--- src/rtl/core/assert_macros.svh ---
// shared assertion macros for the rtl folder
// every macro samples on aclk and is disabled while aresetn is low
`ifndef ASSERT_MACROS_SVH
`define ASSERT_MACROS_SVH

// label: property must hold at each edge outside reset
`define ASSERT_PROP(label, prop, msg) \
    label: assert property (@(posedge aclk) disable iff (!aresetn) (prop)) else $error(msg);

// label: condition must never be true outside reset
`define ASSERT_NEVER(label, cond, msg) \
    label: assert property (@(posedge aclk) disable iff (!aresetn) !(cond)) else $error(msg);

`endif

--- src/rtl/core/lsr_pkg.sv ---
// ----------------------------------------------------------------------------
// lsr_pkg
// Types and constants shared by the slot replacement controller and datapath.
// ----------------------------------------------------------------------------
`default_nettype none

package lsr_pkg;

    localparam int PART_W    = 16;
    localparam int BIN_W     = 13;
    localparam int SLOT_IDX_W = 3;

    // bin = part / 10 as (part * 52429) >> 19, exact for all 16-bit parts
    localparam int          DIV_MUL_W = 16;
    localparam int          PROD_W    = PART_W + DIV_MUL_W;
    localparam int          DIV_SHIFT = 19;
    localparam logic [DIV_MUL_W-1:0] DIV_MUL = 16'd52429;

    // controller to datapath commands
    typedef struct packed {
        logic load;     // capture part number on input transfer
        logic div;      // register bin number from product
        logic match;    // register tag lookup result
        logic upd;      // write slot state and load result register
    } cmd_t;

    // datapath to controller status
    typedef struct packed {
        logic out_free; // result register empty or draining this cycle
    } stat_t;

endpackage

`default_nettype wire

--- src/rtl/core/lsr_ctrl.sv ---
// ----------------------------------------------------------------------------
// lsr_ctrl
// Sequencer that steps one request through divide, lookup and update.
// ----------------------------------------------------------------------------
`default_nettype none

module lsr_ctrl import lsr_pkg::*; (
    input  wire logic  aclk,
    input  wire logic  aresetn,
    input  wire logic  s_valid,
    output logic       s_ready,
    input  wire stat_t stat,
    output cmd_t       cmd
);

    localparam logic [1:0] ST_IDLE  = 2'd0;
    localparam logic [1:0] ST_DIV   = 2'd1;
    localparam logic [1:0] ST_MATCH = 2'd2;
    localparam logic [1:0] ST_UPD   = 2'd3;

    logic [1:0] state_reg;
    logic [1:0] state_next;

    always_ff @(posedge aclk) begin
        if (!aresetn) begin
            state_reg <= ST_IDLE;
        end else begin
            state_reg <= state_next;
        end
    end

    always_comb begin
        state_next = state_reg;
        cmd        = '0;
        s_ready    = 1'b0;
        unique case (state_reg)
            ST_IDLE: begin
                s_ready  = 1'b1;
                cmd.load = s_valid;
                if (s_valid) begin
                    state_next = ST_DIV;
                end
            end
            ST_DIV: begin
                cmd.div    = 1'b1;
                state_next = ST_MATCH;
            end
            ST_MATCH: begin
                cmd.match  = 1'b1;
                state_next = ST_UPD;
            end
            ST_UPD: begin
                // hold until the result register can take the new result
                if (stat.out_free) begin
                    cmd.upd    = 1'b1;
                    state_next = ST_IDLE;
                end
            end
            default: begin
                state_next = ST_IDLE;
            end
        endcase
    end

endmodule

`default_nettype wire

--- src/rtl/core/lsr_datapath.sv ---
// ----------------------------------------------------------------------------
// lsr_datapath
// Bin divide, parallel tag match, victim select, LRU list update and the
// result register.
// ----------------------------------------------------------------------------
`default_nettype none

module lsr_datapath import lsr_pkg::*; #(
    parameter int SLOTS = 5
) (
    input  wire logic                  aclk,
    input  wire logic                  aresetn,
    input  wire cmd_t                  cmd,
    output stat_t                      stat,
    input  wire logic [PART_W-1:0]     s_part_number,
    output logic                       m_valid,
    input  wire logic                  m_ready,
    output logic                       m_hit,
    output logic [SLOT_IDX_W-1:0]      m_slot_index,
    output logic                       m_evicted_valid,
    output logic [BIN_W-1:0]           m_evicted_bin,
    output logic [BIN_W-1:0]           m_bin_number
);

    localparam int SLOT_W = (SLOTS > 1) ? $clog2(SLOTS) : 1;

    logic [PART_W-1:0]  part_reg;
    logic [BIN_W-1:0]   bin_reg;
    logic [PROD_W-1:0]  prod;

    logic [BIN_W-1:0]   tag_reg   [SLOTS];
    logic [SLOTS-1:0]   valid_reg;
    logic [SLOT_W-1:0]  order_reg [SLOTS];
    logic [SLOT_W-1:0]  order_next[SLOTS];

    logic [SLOTS-1:0]   hit_vec;
    logic [SLOT_W-1:0]  hit_idx;
    logic [SLOT_W-1:0]  free_idx;
    logic               any_free;
    logic [SLOT_W-1:0]  lru_idx;
    logic [SLOT_W-1:0]  sel_next;

    logic               hit_reg;
    logic               ev_reg;
    logic [BIN_W-1:0]   ev_bin_reg;
    logic [SLOT_W-1:0]  sel_reg;

    logic [SLOTS-1:0]   pos_vec;
    logic [SLOT_W-1:0]  pos_idx;
    logic [SLOT_W+SLOT_IDX_W-1:0] sel_ext;

    logic               m_valid_reg;
    logic               m_hit_reg;
    logic [SLOT_IDX_W-1:0] m_slot_reg;
    logic               m_ev_valid_reg;
    logic [BIN_W-1:0]   m_ev_bin_reg;
    logic [BIN_W-1:0]   m_bin_reg;

    // divide by ten via reciprocal multiply
    assign prod = part_reg * DIV_MUL;

    always_ff @(posedge aclk) begin
        if (cmd.load) begin
            part_reg <= s_part_number;
        end
        if (cmd.div) begin
            bin_reg <= prod[DIV_SHIFT +: BIN_W];
        end
    end

    // tag match and victim choice, lowest slot wins
    always_comb begin
        hit_idx  = '0;
        free_idx = '0;
        for (int i = 0; i < SLOTS; i++) begin
            hit_vec[i] = valid_reg[i] && (tag_reg[i] == bin_reg);
        end
        for (int i = SLOTS - 1; i >= 0; i--) begin
            if (hit_vec[i]) begin
                hit_idx = SLOT_W'(i);
            end
            if (!valid_reg[i]) begin
                free_idx = SLOT_W'(i);
            end
        end
        any_free = ~&valid_reg;
        lru_idx  = order_reg[0];
        if (|hit_vec) begin
            sel_next = hit_idx;
        end else if (any_free) begin
            sel_next = free_idx;
        end else begin
            sel_next = lru_idx;
        end
    end

    always_ff @(posedge aclk) begin
        if (cmd.match) begin
            hit_reg    <= |hit_vec;
            ev_reg     <= ~(|hit_vec) && !any_free;
            ev_bin_reg <= (~(|hit_vec) && !any_free) ? tag_reg[lru_idx] : '0;
            sel_reg    <= sel_next;
        end
    end

    // move the selected slot to the most recent end of the list
    always_comb begin
        pos_idx = '0;
        for (int i = 0; i < SLOTS; i++) begin
            pos_vec[i] = (order_reg[i] == sel_reg);
        end
        for (int i = SLOTS - 1; i >= 0; i--) begin
            if (pos_vec[i]) begin
                pos_idx = SLOT_W'(i);
            end
        end
        for (int i = 0; i < SLOTS - 1; i++) begin
            order_next[i] = (SLOT_W'(i) >= pos_idx) ? order_reg[i + 1] : order_reg[i];
        end
        order_next[SLOTS-1] = sel_reg;
    end

    always_ff @(posedge aclk) begin
        if (!aresetn) begin
            valid_reg <= '0;
            for (int i = 0; i < SLOTS; i++) begin
                order_reg[i] <= SLOT_W'(i);
            end
        end else if (cmd.upd) begin
            valid_reg[sel_reg] <= 1'b1;
            for (int i = 0; i < SLOTS; i++) begin
                order_reg[i] <= order_next[i];
            end
        end
    end

    always_ff @(posedge aclk) begin
        if (cmd.upd) begin
            tag_reg[sel_reg] <= bin_reg;
        end
    end

    // result register, slot number masked to the port width
    assign sel_ext = {{SLOT_IDX_W{1'b0}}, sel_reg};

    always_ff @(posedge aclk) begin
        if (!aresetn) begin
            m_valid_reg <= 1'b0;
        end else if (cmd.upd) begin
            m_valid_reg <= 1'b1;
        end else if (m_ready) begin
            m_valid_reg <= 1'b0;
        end
    end

    always_ff @(posedge aclk) begin
        if (cmd.upd) begin
            m_hit_reg      <= hit_reg;
            m_slot_reg     <= sel_ext[SLOT_IDX_W-1:0];
            m_ev_valid_reg <= ev_reg;
            m_ev_bin_reg   <= ev_bin_reg;
            m_bin_reg      <= bin_reg;
        end
    end

    assign stat.out_free   = !m_valid_reg || m_ready;
    assign m_valid         = m_valid_reg;
    assign m_hit           = m_hit_reg;
    assign m_slot_index    = m_slot_reg;
    assign m_evicted_valid = m_ev_valid_reg;
    assign m_evicted_bin   = m_ev_bin_reg;
    assign m_bin_number    = m_bin_reg;

endmodule

`default_nettype wire

--- src/rtl/core/lru_slot_replacement_top.sv ---
// ----------------------------------------------------------------------------
// lru_slot_replacement_top
// Fully associative LRU slot table keyed by bin number (part number / 10).
// ----------------------------------------------------------------------------
// Each request steps from input transfer to a loaded result as follows: the
// part number is captured, the reciprocal multiplier forms the bin, the
// parallel tag match and victim choice are registered, and the slot table,
// the recency list and the result register are written. A new request is
// taken in the cycle right after the previous update, so no request enters
// while another is in flight; the update waits while the result side is full,
// and the result register lets the next request enter while a result still waits.
// On a hit the slot is reported, on a miss the lowest empty slot is filled,
// and once all slots are valid the least recently used bin is evicted.
// ----------------------------------------------------------------------------
`default_nettype none

`include "assert_macros.svh"

module lru_slot_replacement_top import lsr_pkg::*; #(
    parameter int SLOTS = 5
) (
    input  wire logic                  aclk,
    input  wire logic                  aresetn,
    input  wire logic                  s_valid,
    output logic                       s_ready,
    input  wire logic [PART_W-1:0]     s_part_number,
    output logic                       m_valid,
    input  wire logic                  m_ready,
    output logic                       m_hit,
    output logic [SLOT_IDX_W-1:0]      m_slot_index,
    output logic                       m_evicted_valid,
    output logic [BIN_W-1:0]           m_evicted_bin,
    output logic [BIN_W-1:0]           m_bin_number
);

    cmd_t  cmd;
    stat_t stat;

    lsr_ctrl u_ctrl (
        .aclk    (aclk),
        .aresetn (aresetn),
        .s_valid (s_valid),
        .s_ready (s_ready),
        .stat    (stat),
        .cmd     (cmd)
    );

    lsr_datapath #(
        .SLOTS (SLOTS)
    ) u_datapath (
        .aclk            (aclk),
        .aresetn         (aresetn),
        .cmd             (cmd),
        .stat            (stat),
        .s_part_number   (s_part_number),
        .m_valid         (m_valid),
        .m_ready         (m_ready),
        .m_hit           (m_hit),
        .m_slot_index    (m_slot_index),
        .m_evicted_valid (m_evicted_valid),
        .m_evicted_bin   (m_evicted_bin),
        .m_bin_number    (m_bin_number)
    );

    // one request in flight: no second transfer right after one
    `ASSERT_PROP(a_one_in_flight, (s_valid && s_ready) |=> !s_ready, "input taken while busy")
    // a hit never evicts
    `ASSERT_NEVER(a_hit_no_evict, m_valid && m_hit && m_evicted_valid, "hit with eviction")
    // an evicted bin missed, so it differs from the requested bin
    `ASSERT_NEVER(a_evict_differs, m_valid && m_evicted_valid && (m_evicted_bin == m_bin_number),
        "evicted bin equals requested bin")
    // result loads only from the update step, which follows a transfer
    `ASSERT_PROP(a_result_source, $rose(m_valid) |-> $past(cmd.upd), "result without update")

endmodule

`default_nettype wire

--- config.mk ---
export PLATFORM = sky130hd
export DESIGN_NAME = lru_slot_replacement_top
export DESIGN_NICKNAME = d
export VERILOG_FILES = /design/src/rtl/core/lsr_pkg.sv /design/src/rtl/core/lsr_ctrl.sv /design/src/rtl/core/lsr_datapath.sv /design/src/rtl/core/lru_slot_replacement_top.sv
export VERILOG_INCLUDE_DIRS = /design/src /design/src/rtl/core
export SDC_FILE = /design/constraint.sdc
export NUM_CORES = 1
export LEC_CHECK = 0
export CORE_MARGIN = 3
export CORE_UTILIZATION = 40
export DETAILED_ROUTE_END_ITERATION = 8
export DONT_BUFFER_PORTS = 1
export GPL_ROUTABILITY_DRIVEN = 0
export PLACE_DENSITY = 0.52
export SETUP_SLACK_MARGIN = 0.4
export SLEW_MARGIN = 25
export SYNTH_ARGS = -nofsm -noshare
export SYNTH_HDL_FRONTEND = slang
export SYNTH_SLANG_ARGS = --single-unit
--- constraint.sdc ---
create_clock -name aclk -period 16.2 [get_ports aclk]
set_clock_uncertainty 0.1 [all_clocks]
set_input_delay 3.24 -clock aclk [delete_from_list [all_inputs] [get_ports aclk]]
set_output_delay 3.24 -clock aclk [all_outputs]
set_load 0.05 [all_outputs]
Word level (Yosys, flattened, before mapping)
Memories as Yosys holds them, arrays and structs flattened. A register that Yosys moved wholly into a read port is not among the register bits. Cells that the tools add are included.

$mul: 1. $lt $le $gt $ge: 6. Eq/ne operators: 15. Multiplexer cells: 44. Bitwise logic cells: 7. Reductions and logical operators: 15.

Operators with widths (number): 3-bit 2-to-1 mux (26); 13-bit equality test (5); 16-bit by 16-bit multiplier with 32-bit output (second input constant) (1); 3-bit equality test (5); 1-bit 2-to-1 mux (14); 2-bit one-hot mux with 4 select lines (1); 1-bit logical AND (7); 1-bit by 3-bit greater-or-equal comparator with 1-bit output (first input constant) (2); 2-bit by 3-bit greater-or-equal comparator with 1-bit output (first input constant) (2); 1-bit bitwise OR (5); 5-bit bitwise OR (1); 5-bit AND reduction (1); 5-bit OR reduction (1); 2-bit equality test (second input constant) (2); 3-bit by 4-bit < comparator with 1-bit output (second input constant) (1); 2-bit 2-to-1 mux (2); 2-bit != test (second input constant) (2); 1-bit demux with 3-bit select (1); 3-bit by 1-bit greater-or-equal comparator with 1-bit output (second input constant) (1); 2-bit by 1-bit equality test with 1-bit output (second input constant) (1); 1-bit zero test (2); 2-bit zero test (1); 2-bit AND reduction (1); 2-bit nonzero test (1); other kinds (2) (2).

Bits in registers: 73. Memory bits (writable): 80. Bits of input ports: 20. Output and inout port bits: 33. Logic and storage cells: 103. Memories: 2.

Memory list: u_datapath.tag_reg (depth 5, width 13, rd ports 6, clocked after Yosys merged registers in 1, wr ports 1, line lsr_datapath.sv:31) `logic [BIN_W-1:0] tag_reg [SLOTS];`; u_datapath.order_reg (depth 5, width 3, rd ports 5, clocked after Yosys merged registers in 0, wr ports 5, line lsr_datapath.sv:33) `logic [SLOT_W-1:0] order_reg [SLOTS];`.

Logic depth before layout (Yosys ltp)
An unclocked memory read counts as a cell.

Depth in word-level cells: 10. Depth in mapped cells: 20. Mapped depth without buffers: 19.

Hierarchy
A second synthesis with hierarchy kept.

Cell total of the unflattened synthesis: 974. Area, all modules: 13040.0 µm².

Modules (own cells, without submodules): lsr_datapath (times used 1, cells an instance 956, area each 12868.6 µm², sequential area each 6035.8 µm²); lsr_ctrl (times used 1, cells an instance 18, area each 171.4 µm², sequential area each 40.0 µm²).

Worst setup path after synthesis
No wires, ideal clock.

Kind: reg2reg. Start point: register u_datapath.part_reg[3]. End point: register u_datapath.bin_reg[12] (data pin). Library setup time: 0.259 ns. Arrival time: 5.079 ns. Required time: 15.841 ns. Path slack: 10.762 ns. Cell stages (with the launch flop): 18. Buffers on the path: 0. Period minus slack after synthesis: 5.438 ns. Cells stage by stage: edfxtp_1 -> ha_1 -> inv_1 -> fa_1 -> inv_1 -> fa_1 -> fa_1 -> fa_1 -> inv_1 -> fa_1 -> inv_1 -> ha_1 -> a21o_1 -> a221o_1 -> a221oi_2 -> o21ai_2 -> a221o_1 -> a211o_1.

Longest elaborated chain between the ends: 1.

Ends and longest elaborated chain: start, declared (line lsr_datapath.sv:27) `logic [PART_W-1:0] part_reg;`; start signal, assigned (line lsr_datapath.sv:64) `part_reg <= s_part_number;`; 16-bit by 16-bit multiplier with 32-bit output (line lsr_datapath.sv:60) `assign prod = part_reg * DIV_MUL;`; via u_datapath.prod[31] (line lsr_datapath.sv:29) `logic [PROD_W-1:0] prod;`; end signal, assigned (line lsr_datapath.sv:67) `bin_reg <= prod[DIV_SHIFT +: BIN_W];`; end, declared (line lsr_datapath.sv:28) `logic [BIN_W-1:0] bin_reg;`.

The timed path passes the listed nets, and every way through them passes these cells. A chain may end at the register's enable or synchronous reset.

Worst setup path in the final report
Same ends and word-level chain as after synthesis.

==> impl_metrics.json <==
{
  "status": "finished clean",
  "insertion_delay_ps": 530,
  "cp.required_ps": 16370,
  "synth_seq_cells": 205,
  "ys_seq_area_share_pct": 46.5,
  "ys_types": 50,
  "synth_area_um2": 13100,
  "cts_resized": 0,
  "synth_edf_count": 197,
  "cts_tree": "built",
  "holdPathEnd": "u_datapath.m_evicted_bin[4]$_DFFE_PP_",
  "period_needed_ps": 5790,
  "layout-drive-gt1-share_pct": 8.48,
  "grt_max_degree": 43,
  "yosysWarnings": 0,
  "final_cell_mix": "edfxtp_1, inv_1, ha_1, xnor2_1, fa_1",
  "timing.slew.headroom_pct": 31.5,
  "r2r_slack_ps": 10410,
  "rows": 65,
  "post-route-drc-count": 0,
  "synth_top_family_by_area": "adder cells",
  "grt_pass1_vias": 7709,
  "fp.dieW_um": 187,
  "hold_viol": 0,
  "cts_setup_buffers": 0,
  "largest_reg_flops": 104,
  "areaGrowthSynthToFinish_pct": 9.99,
  "synthesis.instances": 992,
  "start_util_pct": 41.0,
  "numCtsBuffers": 24,
  "yosys_most_used_dff": "edfxtp_1",
  "hpwl_mm": 21.1,
  "grt.total_usage_pct": 16.0,
  "worst_pin_slew_ps": 1030,
  "path_clk_slew_ps": 60,
  "rr_endpoint": "u_datapath.bin_reg[12]$_DFFE_PN_",
  "min_from": "u_datapath.ev_bin_reg[4]$_SDFFCE_PN0P_",
  "max_cap_viol_count": 0,
  "syn_avg_cell_area_um2": 13.2,
  "core_um2": 31900,
  "whs_path_depth": 0,
  "synthXorXnorAreaFrac_pct": 6.64,
  "antenna_cells": 0,
  "synth_fa_ha_area_share_pct": 25.0,
  "numClockSinks": 205,
  "clk_path_buf_depth": 3,
  "min_path_type": "flop to flop",
  "viasPerCell": 4.96,
  "portBuffers": 0,
  "num_io_pins": 53,
  "detail_route.iter0.violations": 280,
  "dr.pass1.iters": 4,
  "critical_path_class": "flop to flop",
  "htree_num_levels": 1,
  "r2r_cells": 17,
  "critPathCaptureType": "flop",
  "yosys.area_share.simple_pct": 6.22,
  "fillers": 2952,
  "gr-total-overflow": 0,
  "nets": 1230,
  "clock.fmax_ghz": 0.173,
  "dieArea_um2": 34900,
  "clockRootBuffer": "clkbuf_16",
  "drt_wl_total_mm": 27.5,
  "cp.arrival_ps": 5960,
  "cts_hold_buffers": 0,
  "antenna_found_initial": 0,
  "drv_slew": 0,
  "syn_nets": 1226,
  "die_h_um": 187,
  "cp-start-kind": "flop",
  "vias": 7189,
  "fin_crit_sh_pct": 35.7,
  "layout_commonest_cell": "edfxtp_1",
  "ys_async_sr_fraction_pct": 0,
  "synth-compound-area-share_pct": 3.97,
  "setup_viol": 0,
  "wl_per_cell_um": 19.0,
  "synth_mux_area_share_pct": 5.63,
  "final_antenna_net_count": 0,
  "grt_pass1_wl_mm": 43.9,
  "tns_ps": 0,
  "crit_fanout": 8,
  "r2r-start": "u_datapath.part_reg[3]$_DFFE_PP_",
  "rsz0062_at_grt": "false"
}
-- stage by stage --
stage / hold WS [ps] / util (%) / instances / setup WS, ps / cell area [µm²]
after floorplan: 300 / - / 992 / 10760 / 13100
after global placement: 301 / 42.6 / 1405 / 10490 / 13600
after detailed placement: 305 / 42.6 / 1405 / 10430 / 13600
after CTS: 319 / 45.1 / 1449 / 10410 / 14400
after global routing: 326 / 45.1 / 1449 / 10140 / 14400
final: 317 / 45.1 / 1449 / 10410 / 14400
-- per-layer routing --
metal  wire [µm]  vias up  track usage (%)
met3         987       47             2.35
met1       12300     3556             21.3
met4         800        0             4.65
met2       13400      129             27.4
met5           0        -                0
li1            -     3457                -
-- cells in the mapped netlist, drive strengths merged (5+ instances only) --
cell type	n	area [µm²]
and4	5	43.8
xnor2	84	736
xor2	15	131
fa	79	1580
nand2b	11	68.8
mux4	26	586
a21o	11	82.6
edfxtp	197	5920
o21ai	11	58.8
mux2i	15	150
clkbuf	24	90.1
inv	175	657
nor2b	9	56.3
nand4	20	125
o21a	8	60.1
nand2	24	90.1
a21oi	17	85.1
nor3	6	30.0
and3	14	92.6
and2	7	43.8
ha	135	1690
nor4	7	43.8
nor2	30	113
buf	7	33.8
nand3	14	70.1
dfxtp	8	160
-- how the worst max path moves through the flow --
stage | endpoint | depth (start not counted) | slack, ps | start
2_1_floorplan | u_datapath.bin_reg[12]$_DFFE_PN_ | 17 | 10760 | u_datapath.part_reg[3]$_DFFE_PP_
3_3_place_gp | u_datapath.bin_reg[12]$_DFFE_PN_ | 17 | 10490 | u_datapath.part_reg[3]$_DFFE_PP_
3_5_place_dp | u_datapath.bin_reg[12]$_DFFE_PN_ | 17 | 10430 | u_datapath.part_reg[3]$_DFFE_PP_
4_1_cts | u_datapath.bin_reg[12]$_DFFE_PN_ | 17 | 10410 | u_datapath.part_reg[3]$_DFFE_PP_
5_1_grt | u_datapath.bin_reg[12]$_DFFE_PN_ | 17 | 10140 | u_datapath.part_reg[14]$_DFFE_PP_
6_report | u_datapath.bin_reg[12]$_DFFE_PN_ | 17 | 10410 | u_datapath.part_reg[3]$_DFFE_PP_
-- worst max-delay path: stages (launching register included) --
cell      delay, ps
edfxtp_1        500
ha_1            400
inv_1            70
fa_1            500
inv_1            50
fa_1            510
fa_1            430
fa_1            490
inv_1            50
fa_1            470
inv_1            40
ha_1            310
a21o_1          200
a221o_1         350
a221oi_2        240
o21ai_2         170
a221o_1         400
a211o_1         270
-- layout make-up --
class | count | area, µm² | area share [%]
Timing Repair Buffer | 9 | 67.6 | 0.470
Sequential cell | 205 | 6080 | 42.3
Multi-Input combinational cell | 581 | 6240 | 43.4
Clock buffer | 36 | 696 | 4.84
Tap cell | 435 | 544 | 3.79
Clock inverter | 8 | 83.8 | 0.584
Inverter | 175 | 657 | 4.57
-- kinds of logic (layout without fill, tap and decap cells) --
logic type / count (synthesis) / after routing
and+or+nand+nor: 152 / 152
adders and majority gates: 214 / 214
DFF: 205 / 205
muxes: 41 / 41
AOI/OAI and AO/OA: 75 / 75
xor gates and xnor gates: 99 / 99
buffers and inverters: 206 / 228
Power is not shown: default switching activity piles up to over one toggle a cycle in this logic, so the estimate is an artifact.
